===== config.mk =====
export PLATFORM = sky130hd
export DESIGN_NAME = char_to_printer_code_encoder
export DESIGN_NICKNAME = d
export VERILOG_FILES = /design/src/design/cpe_pkg.sv /design/src/design/char_to_printer_code_encoder.sv /design/src/design/cpe_engine.sv /design/src/design/cpe_emit.sv
export SDC_FILE = /design/constraint.sdc
export NUM_CORES = 1
export LEC_CHECK = 0
export BUFFER_PORTS_ARGS = -buffer_cell sky130_fd_sc_hd__buf_2
export CAP_MARGIN = 10
export CORE_UTILIZATION = 40
export DETAILED_ROUTE_END_ITERATION = 12
export GPL_TIMING_DRIVEN = 0
export SYNTH_ARGS = -nofsm -noshare
export SYNTH_HDL_FRONTEND = slang
export SYNTH_SLANG_ARGS = --single-unit

===== constraint.sdc =====
create_clock -name clk -period 17.2 [get_ports clk]
set_clock_uncertainty 0.2 [all_clocks]
set_input_delay 0 -clock clk [delete_from_list [all_inputs] [get_ports clk]]
set_output_delay 0 -clock clk [all_outputs]
set_load 0.02 [all_outputs]

===== src/design/cpe_pkg.sv =====
// Shared constants, translation tables, types and run-building functions of the encoder.
package cpe_pkg;

	// Printer opcodes
	localparam logic [7:0] OP_START     = 8'h92;
	localparam logic [7:0] OP_SHIFT_ON  = 8'h13;
	localparam logic [7:0] OP_SHIFT_OFF = 8'h12;
	localparam logic [7:0] OP_END       = 8'h22;

	// Escape characters
	localparam logic [6:0] CH_BSLASH = 7'h5c;
	localparam logic [6:0] CH_N      = 7'h6e;
	localparam logic [6:0] CH_B      = 7'h62;
	localparam logic [6:0] CH_R      = 7'h72;
	localparam logic [6:0] CH_LF     = 7'h0a;
	localparam logic [6:0] CH_BS     = 7'h08;
	localparam logic [6:0] CH_CR     = 7'h0d;
	localparam logic [6:0] CH_ZERO   = 7'h30;
	localparam logic [6:0] CH_NINE   = 7'h39;

	// Held digit count codes
	localparam logic [1:0] DH_NONE = 2'd0;
	localparam logic [1:0] DH_ONE  = 2'd1;
	localparam logic [1:0] DH_TWO  = 2'd2;

	// Register indexes
	localparam logic REG_TABLE_SELECT = 1'b0;

	// Longest run of opcodes one request can cause
	localparam int MAX_RUN = 5;
	localparam int RUN_W   = $clog2(MAX_RUN + 1);

	// Translation tables: string table in entries 0..127, plot table in 128..255.
	// Bit 6 of an entry means the code needs shift, bits 5..0 are the code.
	localparam logic [6:0] CODE_ROM [256] = '{
		// string table
		7'h00, 7'h00, 7'h00, 7'h00, 7'h00, 7'h00, 7'h00, 7'h00,
		7'h03, 7'h00, 7'h18, 7'h00, 7'h00, 7'h00, 7'h00, 7'h00,
		7'h00, 7'h00, 7'h00, 7'h00, 7'h00, 7'h00, 7'h00, 7'h00,
		7'h00, 7'h00, 7'h00, 7'h00, 7'h00, 7'h00, 7'h00, 7'h00,
		7'h42, 7'h69, 7'h55, 7'h7e, 7'h79, 7'h75, 7'h7d, 7'h15,
		7'h70, 7'h71, 7'h7c, 7'h46, 7'h4c, 7'h00, 7'h56, 7'h09,
		7'h31, 7'h29, 7'h36, 7'h3e, 7'h39, 7'h35, 7'h34, 7'h3d,
		7'h3c, 7'h30, 7'h4d, 7'h0d, 7'h00, 7'h06, 7'h00, 7'h49,
		7'h76, 7'h5c, 7'h60, 7'h6c, 7'h6d, 7'h65, 7'h4e, 7'h4f,
		7'h61, 7'h54, 7'h47, 7'h64, 7'h7f, 7'h5f, 7'h66, 7'h59,
		7'h45, 7'h44, 7'h5d, 7'h51, 7'h67, 7'h6e, 7'h5e, 7'h50,
		7'h6f, 7'h41, 7'h77, 7'h00, 7'h00, 7'h00, 7'h00, 7'h40,
		7'h00, 7'h1c, 7'h20, 7'h2c, 7'h2d, 7'h25, 7'h0e, 7'h0f,
		7'h21, 7'h14, 7'h07, 7'h24, 7'h3f, 7'h1f, 7'h26, 7'h19,
		7'h05, 7'h04, 7'h1d, 7'h11, 7'h27, 7'h2e, 7'h1e, 7'h10,
		7'h2f, 7'h01, 7'h37, 7'h00, 7'h00, 7'h00, 7'h00, 7'h00,
		// plot table
		7'h00, 7'h00, 7'h00, 7'h00, 7'h00, 7'h00, 7'h00, 7'h00,
		7'h00, 7'h00, 7'h00, 7'h00, 7'h00, 7'h00, 7'h00, 7'h00,
		7'h00, 7'h00, 7'h00, 7'h00, 7'h00, 7'h00, 7'h00, 7'h00,
		7'h00, 7'h00, 7'h00, 7'h00, 7'h00, 7'h00, 7'h00, 7'h00,
		7'h02, 7'h00, 7'h00, 7'h00, 7'h00, 7'h00, 7'h00, 7'h15,
		7'h00, 7'h00, 7'h00, 7'h06, 7'h0c, 7'h00, 7'h16, 7'h03,
		7'h31, 7'h29, 7'h36, 7'h3e, 7'h39, 7'h35, 7'h34, 7'h3d,
		7'h3c, 7'h30, 7'h0d, 7'h00, 7'h00, 7'h0a, 7'h00, 7'h09,
		7'h00, 7'h1c, 7'h20, 7'h2c, 7'h2d, 7'h25, 7'h0e, 7'h0f,
		7'h21, 7'h14, 7'h07, 7'h24, 7'h3f, 7'h1f, 7'h26, 7'h19,
		7'h05, 7'h04, 7'h1d, 7'h11, 7'h27, 7'h2e, 7'h1e, 7'h10,
		7'h2f, 7'h01, 7'h37, 7'h00, 7'h00, 7'h00, 7'h00, 7'h00,
		7'h00, 7'h00, 7'h00, 7'h00, 7'h00, 7'h00, 7'h00, 7'h00,
		7'h00, 7'h00, 7'h00, 7'h00, 7'h00, 7'h00, 7'h00, 7'h00,
		7'h00, 7'h00, 7'h00, 7'h00, 7'h00, 7'h00, 7'h00, 7'h00,
		7'h00, 7'h00, 7'h00, 7'h0b, 7'h00, 7'h08, 7'h00, 7'h00
	};

	// One run of opcodes handed from the engine to the output stage
	typedef struct packed {
		logic [MAX_RUN-1:0][7:0] codes;
		logic [RUN_W-1:0]        cnt;
	} run_t;

	// Run under construction plus the string flags it changes
	typedef struct packed {
		logic [MAX_RUN-1:0][7:0] codes;
		logic [RUN_W-1:0]        cnt;
		logic                    started;
		logic                    shift;
	} acc_t;

	// Engine status seen by the top level
	typedef struct packed {
		logic       started;
		logic       shift;
		logic       esc;
		logic [1:0] digits;
	} eng_stat_t;

	// Output stage status seen by the top level
	typedef struct packed {
		logic             busy;
		logic [RUN_W-1:0] idx;
		logic [RUN_W-1:0] cnt;
	} emit_stat_t;

	function automatic logic [6:0] rom_entry(logic tsel, logic [6:0] ch);
		return CODE_ROM[{tsel, ch}];
	endfunction

	function automatic acc_t acc_push(acc_t a, logic [7:0] code);
		a.codes[a.cnt] = code;
		a.cnt = a.cnt + RUN_W'(1);
		return a;
	endfunction

	// Start marker before the first code of a string
	function automatic acc_t acc_begin(acc_t a);
		if (!a.started) begin
			a.started = 1'b1;
			a = acc_push(a, OP_START);
		end
		return a;
	endfunction

	// Translated character: start marker, shift change, then the low six bits
	function automatic acc_t acc_plain(acc_t a, logic [6:0] entry);
		a = acc_begin(a);
		if (entry[6] && !a.shift) begin
			a.shift = 1'b1;
			a = acc_push(a, OP_SHIFT_ON);
		end else if (!entry[6] && a.shift) begin
			a.shift = 1'b0;
			a = acc_push(a, OP_SHIFT_OFF);
		end
		a = acc_push(a, {2'b00, entry[5:0]});
		return a;
	endfunction

endpackage


===== src/design/char_to_printer_code_encoder.sv =====
// Top level of the character to printer opcode encoder with its configuration port.
//
// Takes one request per cycle while s_tready is high (a character or an end of string on
// s_tuser) and sends the printer opcodes it causes on the master stream, m_tlast marking
// the last opcode of each request. A request goes from the input register through the
// translation logic into a result register that holds its whole run of up to five
// opcodes; the run leaves one opcode per cycle while m_tready is high, and the next
// request is taken in the cycle the last opcode of the current run is taken. Requests
// that cause one opcode stream through at one per cycle while m_tready is high. Requests
// that cause nothing (backslash, held digits) pass without output. table_select
// (register 0, address 0) picks the string or the plot table; the user must write it
// only while the block is idle, and the block itself does not enforce this.
module char_to_printer_code_encoder import cpe_pkg::*; (
	input  logic        clk,
	input  logic        arst_n,
	// request stream
	input  logic        s_tvalid,
	output logic        s_tready,
	input  logic [7:0]  s_tdata,   // [6:0] char_code, [7] zero
	input  logic        s_tuser,   // [0] req_type
	// opcode stream
	output logic        m_tvalid,
	input  logic        m_tready,
	output logic [7:0]  m_tdata,   // [7:0] opcode
	output logic        m_tlast,   // last_of_run
	// configuration port
	input  logic        psel,
	input  logic        penable,
	input  logic        pwrite,
	input  logic [2:0]  paddr,
	input  logic [31:0] pwdata,
	output logic [31:0] prdata,
	output logic        pready
);

	logic       table_select_q;
	logic       can_load;
	logic       load;
	run_t       run;
	eng_stat_t  eng_stat;
	emit_stat_t emit_stat;

	// Configuration register
	assign pready = 1'b1;

	always_ff @(posedge clk or negedge arst_n) begin
		if (!arst_n) begin
			table_select_q <= 1'b0;
		end else if (psel && penable && pwrite && pready && paddr[2] == REG_TABLE_SELECT) begin
			table_select_q <= pwdata[0];
		end
	end

	assign prdata = (paddr[2] == REG_TABLE_SELECT) ? {31'b0, table_select_q} : 32'b0;

	cpe_engine u_engine (
		.clk      (clk),
		.arst_n   (arst_n),
		.tsel     (table_select_q),
		.in_valid (s_tvalid),
		.in_ready (s_tready),
		.in_end   (s_tuser),
		.in_char  (s_tdata[6:0]),
		.can_load (can_load),
		.load     (load),
		.run      (run),
		.stat     (eng_stat)
	);

	cpe_emit u_emit (
		.clk       (clk),
		.arst_n    (arst_n),
		.load      (load),
		.run       (run),
		.can_load  (can_load),
		.out_valid (m_tvalid),
		.out_ready (m_tready),
		.out_code  (m_tdata),
		.out_last  (m_tlast),
		.stat      (emit_stat)
	);

	// A run in the result register is never empty and its read index stays inside it
	assert property (@(posedge clk) disable iff (!arst_n)
		emit_stat.busy |-> (emit_stat.cnt != '0 && emit_stat.idx < emit_stat.cnt))
		else $error("result run empty or index past its end");

	// A run is not broken off before its last opcode
	assert property (@(posedge clk) disable iff (!arst_n)
		m_tvalid && m_tready && !m_tlast |=> m_tvalid)
		else $error("opcode run broken off before its last opcode");

	// An open escape never coexists with held digits
	assert property (@(posedge clk) disable iff (!arst_n)
		eng_stat.esc |-> eng_stat.digits == DH_NONE)
		else $error("escape open while digits are held");

	// Shift can only be active inside a started string
	assert property (@(posedge clk) disable iff (!arst_n)
		eng_stat.shift |-> eng_stat.started)
		else $error("shift active outside a started string");

endmodule


===== src/design/cpe_engine.sv =====
// Input register, string and escape state, and the logic that builds one run of opcodes.
module cpe_engine import cpe_pkg::*; (
	input  logic      clk,
	input  logic      arst_n,
	input  logic      tsel,
	input  logic      in_valid,
	output logic      in_ready,
	input  logic      in_end,
	input  logic [6:0] in_char,
	input  logic      can_load,
	output logic      load,
	output run_t      run,
	output eng_stat_t stat
);

	logic       valid_s1;
	logic       end_s1;
	logic [6:0] ch_s1;

	logic       started_q, shift_q, esc_q;
	logic [1:0] dh_q;
	logic [3:0] d1_q, d2_q;

	logic       esc_d;
	logic [1:0] dh_d;
	logic [3:0] d1_d, d2_d;
	logic       fall;
	acc_t       acc;

	logic       advance;
	logic       is_dig, is_xlat;
	logic [6:0] xlat_ch, main_ch;
	logic [6:0] entry_main, entry_dig;

	assign advance  = valid_s1 && can_load;
	assign in_ready = !valid_s1 || can_load;

	// Input register
	always_ff @(posedge clk or negedge arst_n) begin
		if (!arst_n) begin
			valid_s1 <= 1'b0;
		end else if (in_ready) begin
			valid_s1 <= in_valid;
		end
	end

	always_ff @(posedge clk) begin
		if (in_ready && in_valid) begin
			end_s1 <= in_end;
			ch_s1  <= in_char;
		end
	end

	// Character classes and escape translation
	assign is_dig = (ch_s1 >= CH_ZERO) && (ch_s1 <= CH_NINE);

	always_comb begin
		is_xlat = 1'b1;
		xlat_ch = ch_s1;
		case (ch_s1)
			CH_N:    xlat_ch = CH_LF;
			CH_B:    xlat_ch = CH_BS;
			CH_R:    xlat_ch = CH_CR;
			default: is_xlat = 1'b0;
		endcase
	end

	assign main_ch    = esc_q ? xlat_ch : ch_s1;
	assign entry_main = rom_entry(tsel, main_ch);
	assign entry_dig  = rom_entry(tsel, {3'b011, d2_q});

	// Run of opcodes and next string state for the request in the input register
	always_comb begin
		acc         = '0;
		acc.started = started_q;
		acc.shift   = shift_q;
		esc_d       = esc_q;
		dh_d        = dh_q;
		d1_d        = d1_q;
		d2_d        = d2_q;
		fall        = 1'b0;
		if (end_s1) begin
			// held second digit goes out as a plain character before the end code
			if (dh_q == DH_TWO && !esc_q) begin
				acc = acc_plain(acc, entry_dig);
			end
			if (acc.started) begin
				acc = acc_push(acc, OP_END);
			end
			acc.started = 1'b0;
			acc.shift   = 1'b0;
			esc_d       = 1'b0;
			dh_d        = DH_NONE;
			d1_d        = '0;
			d2_d        = '0;
		end else if (esc_q) begin
			esc_d = 1'b0;
			if (is_xlat) begin
				acc = acc_plain(acc, entry_main);
			end else if (is_dig) begin
				dh_d = DH_ONE;
				d1_d = ch_s1[3:0];
			end
		end else begin
			fall = 1'b1;
			if (dh_q == DH_ONE) begin
				if (is_dig) begin
					d2_d = ch_s1[3:0];
					dh_d = DH_TWO;
					fall = 1'b0;
				end else begin
					dh_d = DH_NONE;
				end
			end else if (dh_q == DH_TWO) begin
				dh_d = DH_NONE;
				if (is_dig) begin
					// three-digit code, no table and no shift change
					acc  = acc_begin(acc);
					acc  = acc_push(acc, {d1_q[1:0], d2_q[2:0], ch_s1[2:0]});
					fall = 1'b0;
				end else begin
					acc = acc_plain(acc, entry_dig);
				end
			end
			if (fall) begin
				if (ch_s1 == CH_BSLASH) begin
					esc_d = 1'b1;
				end else begin
					acc = acc_plain(acc, entry_main);
				end
			end
		end
	end

	// String state
	always_ff @(posedge clk or negedge arst_n) begin
		if (!arst_n) begin
			started_q <= 1'b0;
			shift_q   <= 1'b0;
			esc_q     <= 1'b0;
			dh_q      <= DH_NONE;
			d1_q      <= '0;
			d2_q      <= '0;
		end else if (advance) begin
			started_q <= acc.started;
			shift_q   <= acc.shift;
			esc_q     <= esc_d;
			dh_q      <= dh_d;
			d1_q      <= d1_d;
			d2_q      <= d2_d;
		end
	end

	assign load      = advance && (acc.cnt != '0);
	assign run.codes = acc.codes;
	assign run.cnt   = acc.cnt;

	assign stat.started = started_q;
	assign stat.shift   = shift_q;
	assign stat.esc     = esc_q;
	assign stat.digits  = dh_q;

endmodule


===== src/design/cpe_emit.sv =====
// Result register: holds one run of opcodes and sends it out one opcode per cycle while out_ready is high.
module cpe_emit import cpe_pkg::*; (
	input  logic       clk,
	input  logic       arst_n,
	input  logic       load,
	input  run_t       run,
	output logic       can_load,
	output logic       out_valid,
	input  logic       out_ready,
	output logic [7:0] out_code,
	output logic       out_last,
	output emit_stat_t stat
);

	logic                    busy_q;
	logic [MAX_RUN-1:0][7:0] codes_q;
	logic [RUN_W-1:0]        cnt_q;
	logic [RUN_W-1:0]        idx_q;
	logic                    take;

	assign out_valid = busy_q;
	assign out_code  = codes_q[idx_q];
	assign out_last  = (idx_q == cnt_q - RUN_W'(1));
	assign take      = busy_q && out_ready;
	// slot frees up in the cycle its last opcode is taken
	assign can_load  = !busy_q || (take && out_last);

	always_ff @(posedge clk or negedge arst_n) begin
		if (!arst_n) begin
			busy_q <= 1'b0;
			idx_q  <= '0;
		end else if (load) begin
			busy_q <= 1'b1;
			idx_q  <= '0;
		end else if (take) begin
			if (out_last) begin
				busy_q <= 1'b0;
			end else begin
				idx_q <= idx_q + RUN_W'(1);
			end
		end
	end

	always_ff @(posedge clk) begin
		if (load) begin
			codes_q <= run.codes;
			cnt_q   <= run.cnt;
		end
	end

	assign stat.busy = busy_q;
	assign stat.idx  = idx_q;
	assign stat.cnt  = cnt_q;

endmodule

# Word level (Yosys, flattened, before mapping)

Memories as Yosys holds them, arrays and structs flattened.
Index checks and enable logic that the tools add are counted.

Add/sub/neg operators: 13
Multipliers: 0
Divide/modulo/power cells: 0
$lt $le $gt $ge: 27
Equality and inequality tests: 13
Shifts and indexed selects: 0
Multiplexer cells: 122
Bitwise operators: 33
Reductions and logical operators: 54

Operator list:

| cell                                                                   | count |
|---|---|
| 45-bit 2-to-1 mux                                                      | 55 |
| 8-bit demux with 3-bit select                                          | 11 |
| 40-bit bitwise mux                                                     | 5 |
| 30-bit AND                                                             | 5 |
| 30-bit inverter                                                        | 5 |
| 25-bit AND                                                             | 5 |
| 25-bit inverter                                                        | 5 |
| 8-bit 2-to-1 mux                                                       | 12 |
| 15-bit OR                                                              | 5 |
| 10-bit OR                                                              | 5 |
| 3-bit by 4-bit < comparator with 1-bit output (second input constant)  | 12 |
| 3-bit by 1-bit adder with 3-bit output (second input constant)         | 12 |
| 7-bit 2-to-1 mux                                                       | 5 |
| 3-bit by 1-bit >= comparator with 1-bit output (second input constant) | 11 |
| 1-bit logical AND                                                      | 29 |
| 7-bit == test (second input constant)                                  | 4 |
| 8-bit binary-select mux with 3-bit select                              | 1 |
| 7-bit case mux with 3 select lines                                     | 1 |
| 2-bit 2-to-1 mux                                                       | 10 |
| 9-bit >= comparator (second input constant)                            | 2 |
| 8-bit inverter with 9-bit output                                       | 2 |
| 4-bit 2-to-1 mux                                                       | 4 |
| 1-bit 2-to-1 mux                                                       | 14 |
| 13-bit 2-to-1 mux                                                      | 1 |
| 19 further kinds                                                       | 41 |

Register bits: 68
Latch bits: 0
Memory bits (writable): 0
ROM bits: 3584
Word-level logic and storage cells: 282
Memories: 2

Memory list:

| memory           | words | width | read ports | clocked after memory_dff | wr ports | RTL line       | RTL |
|---|---|---|---|---|---|---|---|
| (name not given) | 256   | 7     | 1          | 0                        | 0        | cpe_pkg.sv:102 | `return CODE_ROM[{tsel, ch}];` |
| (name not given) | 256   | 7     | 1          | 0                        | 0        | cpe_pkg.sv:102 |  |

# Longest topological paths before layout

Depth after elaboration: 66
Mapped depth: 26
Mapped depth without buffers: 26

# Cells and area by module

A second synthesis with hierarchy kept.

Cell total of the unflattened synthesis: 937
Area total of the unflattened synthesis: 7614.8 um2

By module, submodules not included:

| module                       | times used | cells an instance | area an instance (um2) |
|---|---|---|---|
| cpe_engine                   | 1          | 789               | 5383.9 |
| cpe_emit                     | 1          | 110               | 1929.4 |
| char_to_printer_code_encoder | 1          | 38                | 301.5 |

# Least setup slack after synthesis

No wires, ideal clock.

Path kind: reg2reg
Start: register u_engine.d2_q[0]
End: register u_emit.cnt_q[0] (enable)
Setup time: 467 ps
Arrival time: 6561 ps
Path slack: 9972 ps
Stages on the path, launching flop included: 26
Buffers on the path: 0
Period minus slack after synthesis: 7228 ps
Cell sequence: dfrtp_1 > inv_1 > ha_1 > mux2i_1 > nor3b_1 > nand2b_1 > inv_1 > ha_1 > nand2b_1 > o21ai_2 > nor2_1 > nand2_1 > nand3_1 > inv_1 > ha_1 > a21boi_0 > o22a_1 > inv_1 > ha_1 > nand4_1 > o31a_1 > a21oi_1 > o21bai_1 > mux2i_1 > o2111ai_1 > a31oi_1

Cells in the longest elaborated chain, start to end: 39

RTL lines:

| element                                                  | RTL line                           | RTL |
|---|---|---|
| from (decl)                                              | cpe_engine.sv:22                   | `logic [3:0] d1_q, d2_q;` |
| from (signal assigned)                                   | cpe_engine.sv:143                  | `d2_q <= '0;` |
| from (signal assigned)                                   | cpe_engine.sv:150                  | `d2_q <= d2_d;` |
| 8-bit inverter with 9-bit output (implied by the code) * | cpe_pkg.sv:102                     |  |
| memory read 256 x 7 bit *                                | --                                 |  |
| 7-bit 2-to-1 mux (implied by the code) * (2 in series)   | cpe_pkg.sv:102                     |  |
| 1-bit logical NOT                                        | cpe_pkg.sv:126                     | `end else if (!entry[6] && a.shift) begin` |
| 1-bit logical AND                                        | cpe_pkg.sv:126                     |  |
| 45-bit 2-to-1 mux                                        | cpe_pkg.sv:126                     |  |
| 45-bit 2-to-1 mux                                        | cpe_pkg.sv:123                     | `if (entry[6] && !a.shift) begin` |
| 45-bit 2-to-1 mux                                        | cpe_engine.sv:116                  | `if (is_dig) begin` |
| (+23 left out)                                           | --                                 |  |
| 3-bit by 1-bit adder with 3-bit output                   | cpe_pkg.sv:107                     | `a.cnt = a.cnt + RUN_W'(1);` |
| 45-bit 2-to-1 mux                                        | cpe_engine.sv:126                  | `if (ch_s1 == CH_BSLASH) begin` |
| 45-bit 2-to-1 mux                                        | cpe_engine.sv:125                  | `if (fall) begin` |
| 45-bit 2-to-1 mux                                        | cpe_engine.sv:96                   | `end else if (esc_q) begin` |
| 45-bit 2-to-1 mux *                                      | cpe_engine.sv:82                   | `if (end_s1) begin` |
| 3-bit nonzero test *                                     | cpe_engine.sv:154                  | `assign load = advance && (acc.cnt != '0);` |
| 1-bit logical AND *                                      | cpe_engine.sv:154                  |  |
| named net load                                           | char_to_printer_code_encoder.sv:38 | `logic load;` |
| to (signal assigned)                                     | cpe_emit.sv:47                     | `cnt_q <= run.cnt;` |
| to (decl)                                                | cpe_emit.sv:17                     | `logic [RUN_W-1:0] cnt_q;` |

Mark *: on every way through the listed nets, which the timed path passes. The rest lies on a longest branch. The select of a mux whose other input is x is not followed.
A chain may end at the register's enable or synchronous reset.

# Worst setup path in the final report

Start: register u_engine.ch_s1[4]
End: register u_emit.codes_q[31] (netlist name) (enable)

Cells in the longest elaborated chain, start to end: 27

RTL lines:

| element                                                                                                          | RTL line                           | RTL |
|---|---|---|
| from (decl)                                                                                                      | cpe_engine.sv:18                   | `logic [6:0] ch_s1;` |
| from (signal assigned)                                                                                           | cpe_engine.sv:50                   | `ch_s1 <= in_char;` |
| 7-bit by 6-bit >= comparator with 1-bit output or 7-bit by 6-bit <= comparator with 1-bit output (tied branches) | cpe_engine.sv:55                   | `assign is_dig = (ch_s1 >= CH_ZERO) && (ch_s1 <= CH_NINE);` |
| 1-bit logical AND                                                                                                | cpe_engine.sv:55                   |  |
| 45-bit 2-to-1 mux                                                                                                | cpe_engine.sv:116                  |  |
| 45-bit 2-to-1 mux                                                                                                | cpe_engine.sv:114                  | `end else if (dh_q == DH_TWO) begin` |
| 45-bit 2-to-1 mux                                                                                                | cpe_engine.sv:106                  | `if (dh_q == DH_ONE) begin` |
| 45-bit 2-to-1 mux                                                                                                | cpe_engine.sv:96                   |  |
| 45-bit 2-to-1 mux                                                                                                | cpe_engine.sv:82                   |  |
| 3-bit by 1-bit adder with 3-bit output                                                                           | cpe_pkg.sv:107                     |  |
| (+12 left out)                                                                                                   | --                                 |  |
| 3-bit by 1-bit adder with 3-bit output                                                                           | cpe_pkg.sv:107                     |  |
| 45-bit 2-to-1 mux                                                                                                | cpe_engine.sv:126                  |  |
| 45-bit 2-to-1 mux                                                                                                | cpe_engine.sv:125                  |  |
| 45-bit 2-to-1 mux *                                                                                              | cpe_engine.sv:96                   |  |
| 45-bit 2-to-1 mux *                                                                                              | cpe_engine.sv:82                   |  |
| 3-bit nonzero test *                                                                                             | cpe_engine.sv:154                  |  |
| 1-bit logical AND *                                                                                              | cpe_engine.sv:154                  |  |
| named net load                                                                                                   | char_to_printer_code_encoder.sv:38 |  |
| to (signal assigned)                                                                                             | cpe_emit.sv:46                     | `codes_q <= run.codes;` |
| to (decl)                                                                                                        | cpe_emit.sv:16                     | `logic [MAX_RUN-1:0][7:0] codes_q;` |

Marked as above.

==> summary.txt <==
Drt
  • Routed WL per cell: 21.5 µm
  • Via density: 6.25
  • Antenna viol nets, final: 0
  • Drt first-iter violations: 1024
  • Vias after detailed routing: 7784
  • Drt pass-1 iters: 8
  • DRC violations left: 0
  • Final wirelength: 26800 µm

STA
  • Worst-Margin Slew: 1040 ps
  • Final Hold Vio Count: 0
  • Worst rel slew slack: 30.7%
  • Final hold slack: 61.9 ps
  • Min cycle time layout: 7180 ps
  • Max-slew violation count: 0
  • # setup viols final: 0
  • Crit share post-route: 41.8%
  • RSZ-0062 raised after global routing: no
  • Fmax: 139 MHz
  • Setup TNS Final: 0 ps

Critical path
  • R2r worst-path depth: 25
  • Critical path class: reg2reg
  • Critical-path maximum fanout: 25
  • CP startpoint kind: register
  • Critical Path Sink Type: register
  • CP Data Required Time: 17050 ps
  • Critical Path AT: 7030 ps

Power
  • Worst vdd ir: 0.0882 mV
  • Pwr Density: 163 nW/µm²
  • Sw frac: 51.9%
  • Leakage Power: 3.28 nW
  • Int Pwr: 0.657 mW
  • Switching Power: 0.710 mW
  • Overall power: 1.37 mW
  • Comb pwr share: 66.4%
  • Sequential power share: 19.0%
  • Clock power share: 14.6%

Logic synthesis
  • Leading cell types by total area after synthesis: edfxtp_1, ha_1, dfrtp_1, o21ai_0, nor2_1
  • Most used DFF post-synth: edfxtp_1
  • Number of synthesized flops with an enable pin: 48
  • Post-synth top area cell: edfxtp_1
  • Top cell type's share of synthesized area: 19.7%
  • FF+latch count, synth: 65
  • Distinct cells, synth: 97
  • Post-synthesis sequential area ratio: 25.5%
  • Ys async rst share: 26.2%
  • Avg Cell Area, Syn: 7.94 µm²
  • Synth Cell Area: 7320 µm²
  • Post-Syn Instances: 922
  • Ys Warns: 0

Placed design
  • Port bufs: 28
  • GPL Wtd Cong: 1.04
  • Post-DP HPWL: 20700 µm

Layout
  • Layout cells sized above 1: 14.0%
  • ANT cells: 0
  • Layout Nets: 1101
  • Syn-to-layout area delta: 14.6%

Clock tree
  • Sink Count: 65
  • Root Buffer Master: clkbuf_16
  • Clock Latency Late Sink: 350 ps
  • CTS tree: built
  • CTS Buf Count: 9
  • Cts repair resizes: 0
  • Worst-path clk slew: 60 ps
  • Clock Path Buffers: 2
  • CTS H-tree depth: 3

GRT
  • Initial antenna violation count: 0
  • Largest net degree at the start of global routing: 26
  • Total GRT Usage: 29.3%
  • Gr ovfl total: 0
  • Vias in the first global route: 6974
  • Global-route wire length before repair: 41200 µm

Die
  • Std-Cell Rows: 49
  • DIE AREA: 18800 µm²
  • Die extent in x: 137 µm
  • Initial Util: 40.7%
  • Core ar.: 18000 µm²
  • Chip height: 137 µm
  • Top-Level Pins: 95

Run status
  • Status: finished, final reports clean

Min path
  • Hold Path Cell Cnt: 3
  • Hold crit path type: in2out

Flow run
  • Max capacitance violation total: 0
## power by group through the flow
stage | combinational [mW] | clock, mW | sequential (mW)
global route | 0.985 | 0.207 | 0.265
detailed placement | 0.875 | 0 | 0.263
global placement | 0.874 | 0 | 0.265
floorplan | 0.626 | 0 | 0.255
CTS | 0.882 | 0.202 | 0.260
finish | 0.908 | 0.200 | 0.260
## what timing repair did
item | 4_1_cts | 5_1_grt
endpoints found under the setup margin | 0 | 0
hold buffers | 15 | 0
buffers inserted | 0 | 0
hold endpoints to repair | 31 | 0
## cells in the mapped netlist, drive strengths merged (4+ instances only)
cell      n
o21ai    87
a21boi    4
buf      54
nor2     89
a221oi    4
nand2b   20
and3     10
a211oi    6
o2111ai   8
mux4      7
nand3    50
a22oi     6
dfrtp    17
a21oi    65
clkbuf   37
nand3b    4
or4       4
a311oi    5
nand2    79
o211ai   11
or3       5
o31ai    11
mux2i    17
inv      45
o32ai     4
nor3     29
and2     12
edfxtp   48
o41ai     4
ha       39
a21o      9
o221ai   14
o21a      7
mux2      4
a31oi    22
o22ai    14
xnor2     7
nor2b     8
## through the flow
step / cells / cell area (µm²) / worst slack, ps / util (%)
CTS: 1245 / 8390 / 10230 / 46.7
finish: 1245 / 8390 / 10020 / 46.7
floorplan: 955 / 7440 / 9970 / -
global route: 1245 / 8390 / 9680 / 46.7
global placement: 1212 / 7870 / 7850 / 43.8
detailed placement: 1214 / 7920 / 10250 / 44.1
## cells by family after synthesis
logic type	share of synthesized area, %
buf+inv	9.63
compound gates	29.9
mux	5.15
flops	25.5
xor+xnor	1.08
other cells	0.103
simple gates	22.0
fa+ha+maj	6.67
## routing by layer
metal	track usage, %	up-vias	share of wire (%)
li1	-	3574	-
met1	41.3	3664	44
met2	43.5	474	43
met3	6.59	72	10
met4	10.3	0	3.2
met5	0	-	0
## final cells by class
| type | instances | area (µm²) |
|---|---|---|
| Clock buffer | 9 | 225 |
| Sequential cell | 65 | 1870 |
| Tap cell | 229 | 287 |
| Multi-Input combinational cell | 754 | 4880 |
| Timing Repair Buffer | 45 | 323 |
| Buffer | 91 | 536 |
| Fill cell | 1816 | 9580 |
| Clock inverter | 7 | 95.1 |
| Inverter | 45 | 169 |
## placed cells by master (no fill, tap or decap), types with 10 or more instances in the layout
| cell type | count |
|---|---|
| mux2i_1 | 16 |
| ha_1 | 39 |
| buf_2 | 34 |
| o21ai_0 | 77 |
| inv_1 | 43 |
| dfrtp_1 | 17 |
| nand2_1 | 78 |
| nand2b_1 | 19 |
| and3_1 | 10 |
| nand3_1 | 49 |
| edfxtp_1 | 48 |
| buf_4 | 40 |
| and2_1 | 12 |
| o221ai_1 | 14 |
| nor2_1 | 86 |
| a31oi_1 | 20 |
| o22ai_1 | 13 |
| conb_1 | 35 |
| nor3_1 | 28 |
| clkbuf_1 | 37 |
| a21oi_1 | 64 |
| dlygate4sd3_1 | 15 |
## flip-flops by register name (all words and copies together) (netlist names)
| signal | flops |
|---|---|
| u_engine.d1_q | 2 |
| u_engine.esc_q | 1 |
| u_engine.ch_s1 | 7 |
| u_emit.idx_q | 3 |
| u_engine.end_s1 | 1 |
| u_engine.started_q | 1 |
| table_select_q | 1 |
| u_emit.out_valid | 1 |
| u_emit.cnt_q | 3 |
| u_engine.shift_q | 1 |
| u_engine.valid_s1 | 1 |
| u_emit.codes_q | 37 |
| u_engine.dh_q | 2 |
| u_engine.d2_q | 4 |
## path summary, 6_finish.rpt
| check | start | end | slack [ps] |
|---|---|---|---|
| setup / recovery | u_engine.ch_s1[4] | u_emit.codes_q[31] | 10020 |
| min in group asynchronous | arst_n | u_engine.d2_q[3] | 730 |
| setup reg to reg | u_engine.ch_s1[4] | u_emit.codes_q[31] | 10020 |
| hold reg to reg | u_engine.valid_s1 | u_emit.out_valid | 320 |
| hold / removal | paddr[2] | prdata[0] | 60 |
| max in group asynchronous | arst_n | u_emit.idx_q[2] | 15440 |
## worst max-delay path, stage by stage (launching register included)
cell	delay [ps]
edfxtp_1	330
buf_4	150
clkbuf_1	430
clkbuf_1	430
clkbuf_1	510
a21o_1	280
ha_1	160
buf_2	240
inv_1	170
o221ai_1	250
a31oi_2	120
o31ai_1	640
nand2_1	320
nand2_1	180
ha_1	170
inv_1	40
o21a_1	210
inv_1	90
ha_1	130
and2_1	120
clkbuf_1	300
nor2_1	80
o21ai_0	230
a211oi_2	140
a31oi_4	670
buf_16	250
No activity file was read; power rests on OpenSTA's default activity.
